--- config.mk ---
export PLATFORM = sky130hd
export DESIGN_NAME = scancode_to_ascii_line_input_flat
export DESIGN_NICKNAME = d
export VERILOG_FILES = /design/src/design/scta_pkg.sv /design/src/design/scta_if.sv /design/src/design/scta_ram.sv /design/src/design/scta_decode.sv /design/src/design/scancode_to_ascii_line_input.sv /design/src/flat_wrapper.sv
export SDC_FILE = /design/constraint.sdc
export NUM_CORES = 2
export LEC_CHECK = 0
export ABC_AREA = 1
export CORE_MARGIN = 4
export CORE_UTILIZATION = 40
export DETAILED_ROUTE_END_ITERATION = 8
export DONT_BUFFER_PORTS = 1
export SYNTH_ARGS = -nofsm -noshare
export SYNTH_HDL_FRONTEND = slang
export SYNTH_SLANG_ARGS = --single-unit
--- constraint.sdc ---
create_clock -name clk -period 13 [get_ports clk]
set_clock_uncertainty 0.1 [all_clocks]
set_input_delay 1.95 -clock clk [delete_from_list [all_inputs] [get_ports clk]]
set_output_delay 1.95 -clock clk [all_outputs]
set_load 0.1 [all_outputs]
--- src/design/scta_pkg.sv ---
// scta_pkg: shared types, codes and key map tables for the scancode line-input block
// no dependencies; used by the interfaces, scta_decode and the top level
package scta_pkg;

  localparam int BUFFER_DEPTH_DEFAULT = 256;
  localparam int KEY_COUNT            = 128;
  localparam int KEY_AW               = 7;

  // function codes of an input item
  localparam logic [1:0] FUNC_SCAN  = 2'd0;
  localparam logic [1:0] FUNC_CLEAR = 2'd1;
  localparam logic [1:0] FUNC_READ  = 2'd2;

  // special table codes
  localparam logic [7:0] CODE_BACKSPACE = 8'h08;
  localparam logic [7:0] CODE_NEWLINE   = 8'h0A;
  localparam logic [7:0] CODE_ESC       = 8'h1B;
  localparam logic [7:0] CODE_SHIFT     = 8'h3A;

  typedef struct packed {
    logic [1:0] func;
    logic [7:0] scancode;
    logic [7:0] read_index;
  } in_item_t;

  typedef struct packed {
    logic       press_event;
    logic [7:0] char_code;
    logic       shift_active;
    logic [7:0] line_length;
    logic [7:0] stream_length;
    logic       dropped;
    logic [7:0] read_data;
  } out_item_t;

  // state update and memory write requests from the decode stage
  typedef struct packed {
    logic       shift_next;
    logic [7:0] line_next;
    logic [7:0] stream_next;
    logic       key_we;
    logic       key_wdata;
    logic       stream_we;
    logic [7:0] stream_wdata;
  } upd_t;

  function automatic logic [7:0] normal_map(input logic [KEY_AW-1:0] idx);
    logic [7:0] r;
    r = 8'h00;
    case (idx)
      7'd1:  r = CODE_ESC;
      7'd2:  r = 8'h31;
      7'd3:  r = 8'h32;
      7'd4:  r = 8'h33;
      7'd5:  r = 8'h34;
      7'd6:  r = 8'h35;
      7'd7:  r = 8'h36;
      7'd8:  r = 8'h37;
      7'd9:  r = 8'h38;
      7'd10: r = 8'h39;
      7'd11: r = 8'h30;
      7'd12: r = 8'h2D;
      7'd13: r = 8'h3D;
      7'd14: r = CODE_BACKSPACE;
      7'd15: r = 8'h09;
      7'd16: r = 8'h71;
      7'd17: r = 8'h77;
      7'd18: r = 8'h65;
      7'd19: r = 8'h72;
      7'd20: r = 8'h74;
      7'd21: r = 8'h79;
      7'd22: r = 8'h75;
      7'd23: r = 8'h69;
      7'd24: r = 8'h6F;
      7'd25: r = 8'h70;
      7'd26: r = 8'h5B;
      7'd27: r = 8'h5D;
      7'd28: r = CODE_NEWLINE;
      7'd30: r = 8'h61;
      7'd31: r = 8'h73;
      7'd32: r = 8'h64;
      7'd33: r = 8'h66;
      7'd34: r = 8'h67;
      7'd35: r = 8'h68;
      7'd36: r = 8'h6A;
      7'd37: r = 8'h6B;
      7'd38: r = 8'h6C;
      7'd39: r = 8'h3B;
      7'd40: r = 8'h27;
      7'd41: r = 8'h60;
      7'd42: r = CODE_SHIFT;
      7'd43: r = 8'h5C;
      7'd44: r = 8'h7A;
      7'd45: r = 8'h78;
      7'd46: r = 8'h63;
      7'd47: r = 8'h76;
      7'd48: r = 8'h62;
      7'd49: r = 8'h6E;
      7'd50: r = 8'h6D;
      7'd51: r = 8'h2C;
      7'd52: r = 8'h2E;
      7'd53: r = 8'h2F;
      7'd54: r = 8'h3A;
      7'd55: r = 8'h2A;
      7'd57: r = 8'h20;
      default: r = 8'h00;
    endcase
    return r;
  endfunction

  function automatic logic [7:0] shifted_map(input logic [KEY_AW-1:0] idx);
    logic [7:0] r;
    r = 8'h00;
    case (idx)
      7'd1:  r = CODE_ESC;
      7'd2:  r = 8'h21;
      7'd3:  r = 8'h40;
      7'd4:  r = 8'h23;
      7'd5:  r = 8'h24;
      7'd6:  r = 8'h25;
      7'd7:  r = 8'h5E;
      7'd8:  r = 8'h26;
      7'd9:  r = 8'h2A;
      7'd10: r = 8'h28;
      7'd11: r = 8'h29;
      7'd12: r = 8'h5F;
      7'd13: r = 8'h2B;
      7'd14: r = CODE_BACKSPACE;
      7'd15: r = 8'h09;
      7'd16: r = 8'h51;
      7'd17: r = 8'h57;
      7'd18: r = 8'h45;
      7'd19: r = 8'h52;
      7'd20: r = 8'h54;
      7'd21: r = 8'h59;
      7'd22: r = 8'h55;
      7'd23: r = 8'h49;
      7'd24: r = 8'h4F;
      7'd25: r = 8'h50;
      7'd26: r = 8'h7B;
      7'd27: r = 8'h7D;
      7'd28: r = CODE_NEWLINE;
      7'd30: r = 8'h41;
      7'd31: r = 8'h53;
      7'd32: r = 8'h44;
      7'd33: r = 8'h46;
      7'd34: r = 8'h47;
      7'd35: r = 8'h48;
      7'd36: r = 8'h4A;
      7'd37: r = 8'h4B;
      7'd38: r = 8'h4C;
      7'd39: r = 8'h22;
      7'd40: r = 8'h3A;
      7'd41: r = 8'h7E;
      7'd42: r = CODE_SHIFT;
      7'd43: r = 8'h7C;
      7'd44: r = 8'h5A;
      7'd45: r = 8'h58;
      7'd46: r = 8'h43;
      7'd47: r = 8'h56;
      7'd48: r = 8'h42;
      7'd49: r = 8'h4E;
      7'd50: r = 8'h4D;
      7'd51: r = 8'h3C;
      7'd52: r = 8'h3E;
      7'd53: r = 8'h3F;
      7'd55: r = 8'h2A;
      7'd57: r = 8'h20;
      default: r = 8'h00;
    endcase
    return r;
  endfunction

endpackage

--- src/design/scta_if.sv ---
// scta_if: valid/ready channel interfaces for input and result items
// depends on scta_pkg for the payload types
interface scta_in_if;
  logic                 valid;
  logic                 ready;
  scta_pkg::in_item_t   data;
  modport source (output valid, output data, input ready);
  modport sink   (input valid, input data, output ready);
endinterface

interface scta_out_if;
  logic                 valid;
  logic                 ready;
  scta_pkg::out_item_t  data;
  modport source (output valid, output data, input ready);
  modport sink   (input valid, input data, output ready);
endinterface

--- src/design/scta_ram.sv ---
// scta_ram: generic single-write, single-read RAM with registered read data
// no dependencies
module scta_ram #(
  parameter int WIDTH = 8,
  parameter int DEPTH = 256,
  localparam int AW = (DEPTH > 1) ? $clog2(DEPTH) : 1
) (
  input  logic             clk,
  input  logic             we,
  input  logic [AW-1:0]    waddr,
  input  logic [WIDTH-1:0] wdata,
  input  logic             re,
  input  logic [AW-1:0]    raddr,
  output logic [WIDTH-1:0] rdata
);

  logic [WIDTH-1:0] mem [DEPTH];

  // read returns the old contents on a same-address write
  always_ff @(posedge clk) begin
    if (re) begin
      rdata <= mem[raddr];
    end
    if (we) begin
      mem[waddr] <= wdata;
    end
  end

endmodule

--- src/design/scta_decode.sv ---
// scta_decode: second-stage decode of one item into its result and state updates
// depends on scta_pkg (types, codes, key map tables)
module scta_decode #(
  parameter int BUFFER_DEPTH = scta_pkg::BUFFER_DEPTH_DEFAULT
) (
  input  scta_pkg::in_item_t  item,
  input  logic                held,
  input  logic [7:0]          stream_rd,
  input  logic                shift_on,
  input  logic [7:0]          line_count,
  input  logic [7:0]          stream_count,
  output scta_pkg::out_item_t res,
  output scta_pkg::upd_t      upd
);

  localparam logic [7:0] LIMIT = 8'((BUFFER_DEPTH - 1 < 255) ? BUFFER_DEPTH - 1 : 255);

  logic       is_release;
  logic [7:0] code;

  assign is_release = item.scancode[7];
  assign code = shift_on ? scta_pkg::shifted_map(item.scancode[6:0])
                         : scta_pkg::normal_map(item.scancode[6:0]);

  always_comb begin
    res = '0;
    upd.shift_next   = shift_on;
    upd.line_next    = line_count;
    upd.stream_next  = stream_count;
    upd.key_we       = 1'b0;
    upd.key_wdata    = 1'b0;
    upd.stream_we    = 1'b0;
    upd.stream_wdata = code;
    case (item.func)
      scta_pkg::FUNC_SCAN: begin
        // release clears the held bit, any press sets it
        upd.key_we    = 1'b1;
        upd.key_wdata = !is_release;
        if (!is_release && !held) begin
          res.press_event = 1'b1;
          res.char_code   = code;
          if (code == scta_pkg::CODE_SHIFT) begin
            upd.shift_next = !shift_on;
          end else if (code == scta_pkg::CODE_BACKSPACE) begin
            if (line_count != 8'd0) begin
              upd.line_next = line_count - 8'd1;
              if (stream_count != 8'd0) begin
                upd.stream_next = stream_count - 8'd1;
              end
            end
          end else if (code == scta_pkg::CODE_NEWLINE) begin
            if (stream_count < LIMIT) begin
              upd.stream_we   = 1'b1;
              upd.stream_next = stream_count + 8'd1;
            end else begin
              res.dropped = 1'b1;
            end
            upd.line_next = 8'd0;
          end else if (code != 8'd0) begin
            if (line_count < LIMIT) begin
              if (stream_count < LIMIT) begin
                upd.stream_we   = 1'b1;
                upd.stream_next = stream_count + 8'd1;
              end else begin
                res.dropped = 1'b1;
              end
              upd.line_next = line_count + 8'd1;
            end else begin
              res.dropped = 1'b1;
            end
          end
        end
      end
      scta_pkg::FUNC_CLEAR: begin
        upd.stream_next = 8'd0;
      end
      scta_pkg::FUNC_READ: begin
        if (item.read_index < stream_count) begin
          res.read_data = stream_rd;
        end
      end
      default: begin
      end
    endcase
    res.shift_active  = upd.shift_next;
    res.line_length   = upd.line_next;
    res.stream_length = upd.stream_next;
  end

endmodule

--- src/design/scancode_to_ascii_line_input.sv ---
// scancode_to_ascii_line_input: set-1 scancode decoder with a line-input character stream
// depends on scta_pkg, scta_if (channels), scta_ram and scta_decode
//
//   channel | direction | payload
//   --------+-----------+----------------------------------------------------------
//   req     | in        | func, scancode, read_index
//   rsp     | out       | press_event, char_code, shift_active, line_length,
//           |           | stream_length, dropped, read_data
//
// one item per cycle sustained while rsp is ready; an accepted item passes
// through the decode stage into the result register: the key-state and stream
// RAM reads are registered at the accepting edge, and decode and write-back
// happen as the item leaves the decode stage; reset starts a clearing pass over
// all 128 key-state RAM entries, during which req.ready stays low
// a stalled rsp holds its result register; the decode stage waits behind it
// and req.ready drops only when that stage cannot drain
module scancode_to_ascii_line_input #(
  parameter int BUFFER_DEPTH = scta_pkg::BUFFER_DEPTH_DEFAULT
) (
  input  logic             clk,
  input  logic             rst,
  scta_in_if.sink          req,
  scta_out_if.source       rsp
);

  localparam int         SAW   = (BUFFER_DEPTH > 1) ? $clog2(BUFFER_DEPTH) : 1;
  localparam logic [7:0] LIMIT = 8'((BUFFER_DEPTH - 1 < 255) ? BUFFER_DEPTH - 1 : 255);

  // key-state clearing pass
  logic                          clr_busy;
  logic [scta_pkg::KEY_AW-1:0]   clr_idx;

  // decode stage
  logic                          s2_valid;
  scta_pkg::in_item_t            s2_item;
  logic                          s2_adv;
  logic                          in_fire;

  // forwarding of a write that lands in the same cycle as the read
  logic                          fwd_key;
  logic                          fwd_key_val;
  logic                          fwd_st;
  logic [7:0]                    fwd_st_val;

  // architectural registers
  logic                          shift_on;
  logic [7:0]                    line_count;
  logic [7:0]                    stream_count;

  // result register
  logic                          out_valid;
  scta_pkg::out_item_t           out_data;

  // memory ports
  logic                          key_we;
  logic [scta_pkg::KEY_AW-1:0]   key_waddr;
  logic                          key_wdata;
  logic                          key_rdata;
  logic [SAW-1:0]                st_waddr;
  logic [SAW-1:0]                st_raddr;
  logic [7:0]                    st_rdata;

  logic                          held;
  logic [7:0]                    stream_rd;
  scta_pkg::out_item_t           res;
  scta_pkg::upd_t                upd;

  // decode drains when the result register is free or being emptied
  assign s2_adv    = s2_valid && (!out_valid || rsp.ready);
  assign req.ready = !clr_busy && (!s2_valid || s2_adv);
  assign in_fire   = req.valid && req.ready;

  assign rsp.valid = out_valid;
  assign rsp.data  = out_data;

  // key RAM writes come from the clearing pass or the decode stage
  assign key_we    = clr_busy || (s2_adv && upd.key_we);
  assign key_waddr = clr_busy ? clr_idx : s2_item.scancode[6:0];
  assign key_wdata = clr_busy ? 1'b0 : upd.key_wdata;

  // appends go to the slot at the current stream count
  assign st_waddr = SAW'(stream_count);
  assign st_raddr = SAW'(req.data.read_index);

  scta_ram #(
    .WIDTH (1),
    .DEPTH (scta_pkg::KEY_COUNT)
  ) u_key_ram (
    .clk   (clk),
    .we    (key_we),
    .waddr (key_waddr),
    .wdata (key_wdata),
    .re    (in_fire),
    .raddr (req.data.scancode[6:0]),
    .rdata (key_rdata)
  );

  scta_ram #(
    .WIDTH (8),
    .DEPTH (BUFFER_DEPTH)
  ) u_stream_ram (
    .clk   (clk),
    .we    (s2_adv && upd.stream_we),
    .waddr (st_waddr),
    .wdata (upd.stream_wdata),
    .re    (in_fire),
    .raddr (st_raddr),
    .rdata (st_rdata)
  );

  assign held      = fwd_key ? fwd_key_val : key_rdata;
  assign stream_rd = fwd_st ? fwd_st_val : st_rdata;

  scta_decode #(
    .BUFFER_DEPTH (BUFFER_DEPTH)
  ) u_decode (
    .item         (s2_item),
    .held         (held),
    .stream_rd    (stream_rd),
    .shift_on     (shift_on),
    .line_count   (line_count),
    .stream_count (stream_count),
    .res          (res),
    .upd          (upd)
  );

  // clearing pass over all key entries after reset
  always_ff @(posedge clk) begin
    if (rst) begin
      clr_busy <= 1'b1;
      clr_idx  <= '0;
    end else if (clr_busy) begin
      clr_idx <= clr_idx + 1'b1;
      if (clr_idx == scta_pkg::KEY_AW'(scta_pkg::KEY_COUNT - 1)) begin
        clr_busy <= 1'b0;
      end
    end
  end

  // item capture and forwarding capture
  always_ff @(posedge clk) begin
    if (rst) begin
      s2_valid <= 1'b0;
    end else if (in_fire) begin
      s2_valid <= 1'b1;
    end else if (s2_adv) begin
      s2_valid <= 1'b0;
    end
  end

  always_ff @(posedge clk) begin
    if (in_fire) begin
      s2_item     <= req.data;
      // the older item writes the same key while this one reads it
      fwd_key     <= s2_adv && upd.key_we
                     && (s2_item.scancode[6:0] == req.data.scancode[6:0]);
      fwd_key_val <= upd.key_wdata;
      // the older item appends to the slot this one reads
      fwd_st      <= s2_adv && upd.stream_we && (st_waddr == st_raddr);
      fwd_st_val  <= upd.stream_wdata;
    end
  end

  // architectural state and result register
  always_ff @(posedge clk) begin
    if (rst) begin
      shift_on     <= 1'b0;
      line_count   <= 8'd0;
      stream_count <= 8'd0;
      out_valid    <= 1'b0;
    end else begin
      if (s2_adv) begin
        shift_on     <= upd.shift_next;
        line_count   <= upd.line_next;
        stream_count <= upd.stream_next;
        out_valid    <= 1'b1;
      end else if (rsp.ready) begin
        out_valid <= 1'b0;
      end
    end
  end

  always_ff @(posedge clk) begin
    if (s2_adv) begin
      out_data <= res;
    end
  end

  // no item taken while the key state is being cleared
  a_clr_blocks: assert property (@(posedge clk) disable iff (rst)
    clr_busy |-> !req.ready)
    else $error("item accepted during key clearing pass");

  // counts never pass the limit
  a_limits: assert property (@(posedge clk) disable iff (rst)
    (stream_count <= LIMIT) && (line_count <= LIMIT))
    else $error("line or stream count beyond limit");

  // a stalled decode stage keeps its item
  a_s2_hold: assert property (@(posedge clk) disable iff (rst)
    s2_valid && !s2_adv |=> s2_valid && $stable(s2_item))
    else $error("decode stage lost its item while stalled");

  // a result without a press carries no code
  a_no_code: assert property (@(posedge clk) disable iff (rst)
    out_valid && !out_data.press_event |-> out_data.char_code == 8'd0)
    else $error("char code without press event");

endmodule

--- src/flat_wrapper.sv ---
// flat-port wrapper written by rule: the top's interface ports become plain ports
module scancode_to_ascii_line_input_flat 
#(
  parameter int BUFFER_DEPTH = scta_pkg::BUFFER_DEPTH_DEFAULT
)
  (clk, rst, req_valid, req_data, req_ready, rsp_valid, rsp_data, rsp_ready);
  scta_in_if req_i ();
  scta_out_if rsp_i ();
  input  logic clk;
  input  logic rst;
  input wire logic [$bits(req_i.valid)-1:0] req_valid;
  input wire logic [$bits(req_i.data)-1:0] req_data;
  output wire logic [$bits(req_i.ready)-1:0] req_ready;
  output wire logic [$bits(rsp_i.valid)-1:0] rsp_valid;
  output wire logic [$bits(rsp_i.data)-1:0] rsp_data;
  input wire logic [$bits(rsp_i.ready)-1:0] rsp_ready;
  assign req_i.valid = req_valid;
  assign req_i.data = req_data;
  assign req_ready = req_i.ready;
  assign rsp_valid = rsp_i.valid;
  assign rsp_data = rsp_i.data;
  assign rsp_i.ready = rsp_ready;
  scancode_to_ascii_line_input #(.BUFFER_DEPTH(BUFFER_DEPTH)) u_core (.clk(clk), .rst(rst), .req(req_i), .rsp(rsp_i));
endmodule
==> results.cfg <==
[drt]
wl_per_cell_um = 23.3
drc_errors = 0
drt_iter0_markers = 6785
ant_nets = 0
drt_pre_antenna_iters = 8
viasPerCell = 5.67
routed_wl_mm = 232
vias = 56300

[synthesis]
synthDistinctLibCells = 47
synth-seq-area-share = 0.721
async_flop_share = 0
synth_top_area_share = 0.711
synth.most_common_cell = edfxtp_1
synth_common_cells = edfxtp_1, nor2_1, o21ai_0, nand2_1, o22ai_1
ys.warnings.count = 0
synth_cells = 7196
synthTopCellsByArea = edfxtp_1, nor2_1, o21ai_0
avgSynthCellArea_um2 = 11.7
syn_area_mm2 = 0.0840
synth-seq-cells = 2030
ys.flop_type = edfxtp_1
synth_area_leader_cell = edfxtp_1
synth_edf_count = 1989

[timing]
finalCritPeriodShare = 0.886
holdWs_ns = 0.415
slew_headroom = -3.55
fmax_ghz = 0.0868
tightest_slew_ns = 6.82
drv_slew = 970
rsz0062_at_grt = false
setup_slack_ns = 1.48
setup-tns-final_ns = 0
fin_crit_ns = 11.52
finalHoldViolCount = 0
finalSetupViolCount = 0

[global_routing]
track_usage = 0.206
grt_pass1_vias = 52800
grt_pass1_wl_mm = 343
grt_start_max_net_pins = 914
overflow = 0
antenna_found_initial = 4

[worst_setup_path]
r2r-end = u_core.u_stream_ram.mem[251][4]
endpoint_kind = flip-flop
crit_type = input pin to flip-flop
worstPathCellList = inv_8 -> buf_4 -> buf_4 -> o21ai_0 -> o22ai_1 -> nand2_1 -> nand3_1 -> nand3_1 -> o21ai_0 -> nand2_1 -> nand3_1 -> nand3_1 -> nand2_1
regToRegSetupSlack_ns = 7.41
reg2reg_from = u_core.shift_on
cpMostUsedCell = nand3_1
start_kind = input pin
slowest_stage = inv_8
reg2reg_depth = 12
required_ns = 13.59
cp_data_arrival_time_ns = 12.11
worstPathMaxFanout = 913
slowest_delay_ns = 3.46

[hold_path]
holdPathEnd = u_core.clr_idx[0]
hold_path_depth = 2
worstHoldPathType = flip-flop to flip-flop
worstHoldStart = u_core.clr_idx[0]

[cts]
root_buffer = clkbuf_16
clockBufferDepth = 3
cts_resized = 0
clk-insertion-delay-late_ns = 0.82
cts_setup_buffers = 0
htreeDepth = 4
clkTransAtPathRegs_ns = 0.06
numCtsBuffers = 202
cts_sinks = 2030
cts_tree = built
cts_hold_buf = 0

[floorplanning]
start_util = 0.404
die_w_um = 466
die_area_mm2 = 0.217
die_y_um = 466
pin_count = 59
core_area_mm2 = 0.208
num_rows = 167

[power_and_ir_drop]
ir_worst_vdd_v = 0.000122
pwr_density_cell_mw_per_mm2 = 145
leakagePower_nw = 30.7

[layout]
final-instance-count-excl-fill = 9940
drive_gt1_frac = 0.0575
nNetsFinal = 7027
area.growth.synth_to_final_pct = 10.6

[place]
dp_slack_ns = 6.51
port_buffers = 0
gp_congestion = 0.847
place_hpwl_mm = 124
dp_cells = 9561

[job]
max_cap_violations = 0

[status]
violations = slew limit
status = complete, but fails checks
-- sequential cells by signal, summed over array words and instances (netlist names), 8 cells and up, named ones only --
register                 cells
u_core.rsp.data             33
u_core.u_stream_ram.mem   1792
u_core.st_waddr              8
u_core.line_count            8
u_core.s2_item              18
u_core.u_key_ram.mem       128
-- worst max-delay path by stage --
stage	start	endpoint	slack (ns)	cells past startpoint
finish	req_data[0]	u_core.u_stream_ram.rdata[2]	1.48	13
global placement	req_data[0]	u_core.u_stream_ram.rdata[2]	6.65	13
detailed placement	req_data[0]	u_core.u_stream_ram.rdata[2]	6.51	13
floorplan	u_core.s2_item[17]	u_core.u_key_ram.mem[0]	6.11	4
global route	req_data[0]	u_core.u_stream_ram.rdata[2]	6.91	13
CTS	req_data[0]	u_core.u_stream_ram.rdata[2]	7.34	13
-- layout by cell type, fill, tap and decap left out, types with 7 or more instances in the layout --
| cell | count |
|---|---|
| nor2_2 | 11 |
| conb_1 | 9 |
| o211ai_1 | 12 |
| bufinv_16 | 25 |
| clkinv_1 | 52 |
| o22ai_1 | 471 |
| nand3_1 | 413 |
| nor3_1 | 26 |
| nand2_1 | 854 |
| edfxtp_1 | 1989 |
| o21ai_0 | 1050 |
| ha_1 | 28 |
| clkbuf_1 | 37 |
| nor2_1 | 1426 |
| nand4_1 | 21 |
| nand2_2 | 8 |
| a21oi_1 | 93 |
| mux2i_1 | 7 |
| xor2_1 | 20 |
| inv_8 | 8 |
| buf_4 | 56 |
| inv_1 | 149 |
| clkinv_2 | 39 |
| clkbuf_16 | 207 |
| dfxtp_1 | 41 |
| o21ai_1 | 7 |
| inv_2 | 7 |
-- report_power, final --
part | switching, mW | internal (mW) | total [mW] | leakage [nW]
clock | 2.49 | 3.43 | 5.92 | 3.28
combinational | 0.339 | 0.166 | 0.505 | 8.70
sequential | 0.00106 | 7.07 | 7.08 | 18.7
-- per-layer routing --
metal	up-vias	part of all wire	GRT usage
met3	380	0.087	0.0380
met5	-	0	0
met4	0	0.032	0.0687
met1	27900	0.42	0.295
li1	25500	-	-
met2	2577	0.46	0.319
-- cells by family (layout without fill, tap and decap cells) --
family,count (synthesis),count (layout),share of synthesized area
simple gates,2781,2781,0.133
flops,2030,2030,0.721
compound gates,1665,1665,0.108
buf+inv,663,606,0.0307
fa+ha+maj,28,28,0.00417
xor+xnor,21,21,0.00219
mux,7,7,0.000835
other cells,1,14,0.0000447
-- through the flow --
| step | area (µm²) | utilization | power [mW] |
|---|---|---|---|
| 2_1_floorplan | 84000 | - | 7.62 |
| 3_3_place_gp | 86100 | 0.414 | 7.70 |
| 3_5_place_dp | 86100 | 0.414 | 7.70 |
| 4_1_cts | 92800 | 0.447 | 13.6 |
| 5_1_grt | 92800 | 0.447 | 13.9 |
| 6_report | 92900 | 0.447 | 13.5 |
-- critical path: cells and delay by family --
kind	cells	cell delay (ns)
simple gates	7	0.87
buf+inv	3	5.26
compound gates	3	0.67
-- layout make-up --
class / instances / area (µm²)
sequential: 2030 / 60500
clock inverter: 127 / 1360
antenna: 5 / 12.5
clock buffer: 247 / 5360
timing repair buffer: 58 / 460
tap: 2788 / 3490
multi-input combinational: 4511 / 20900
inverter: 174 / 718
fill: 18900 / 115000
Power figures use the tool's default switching activity.
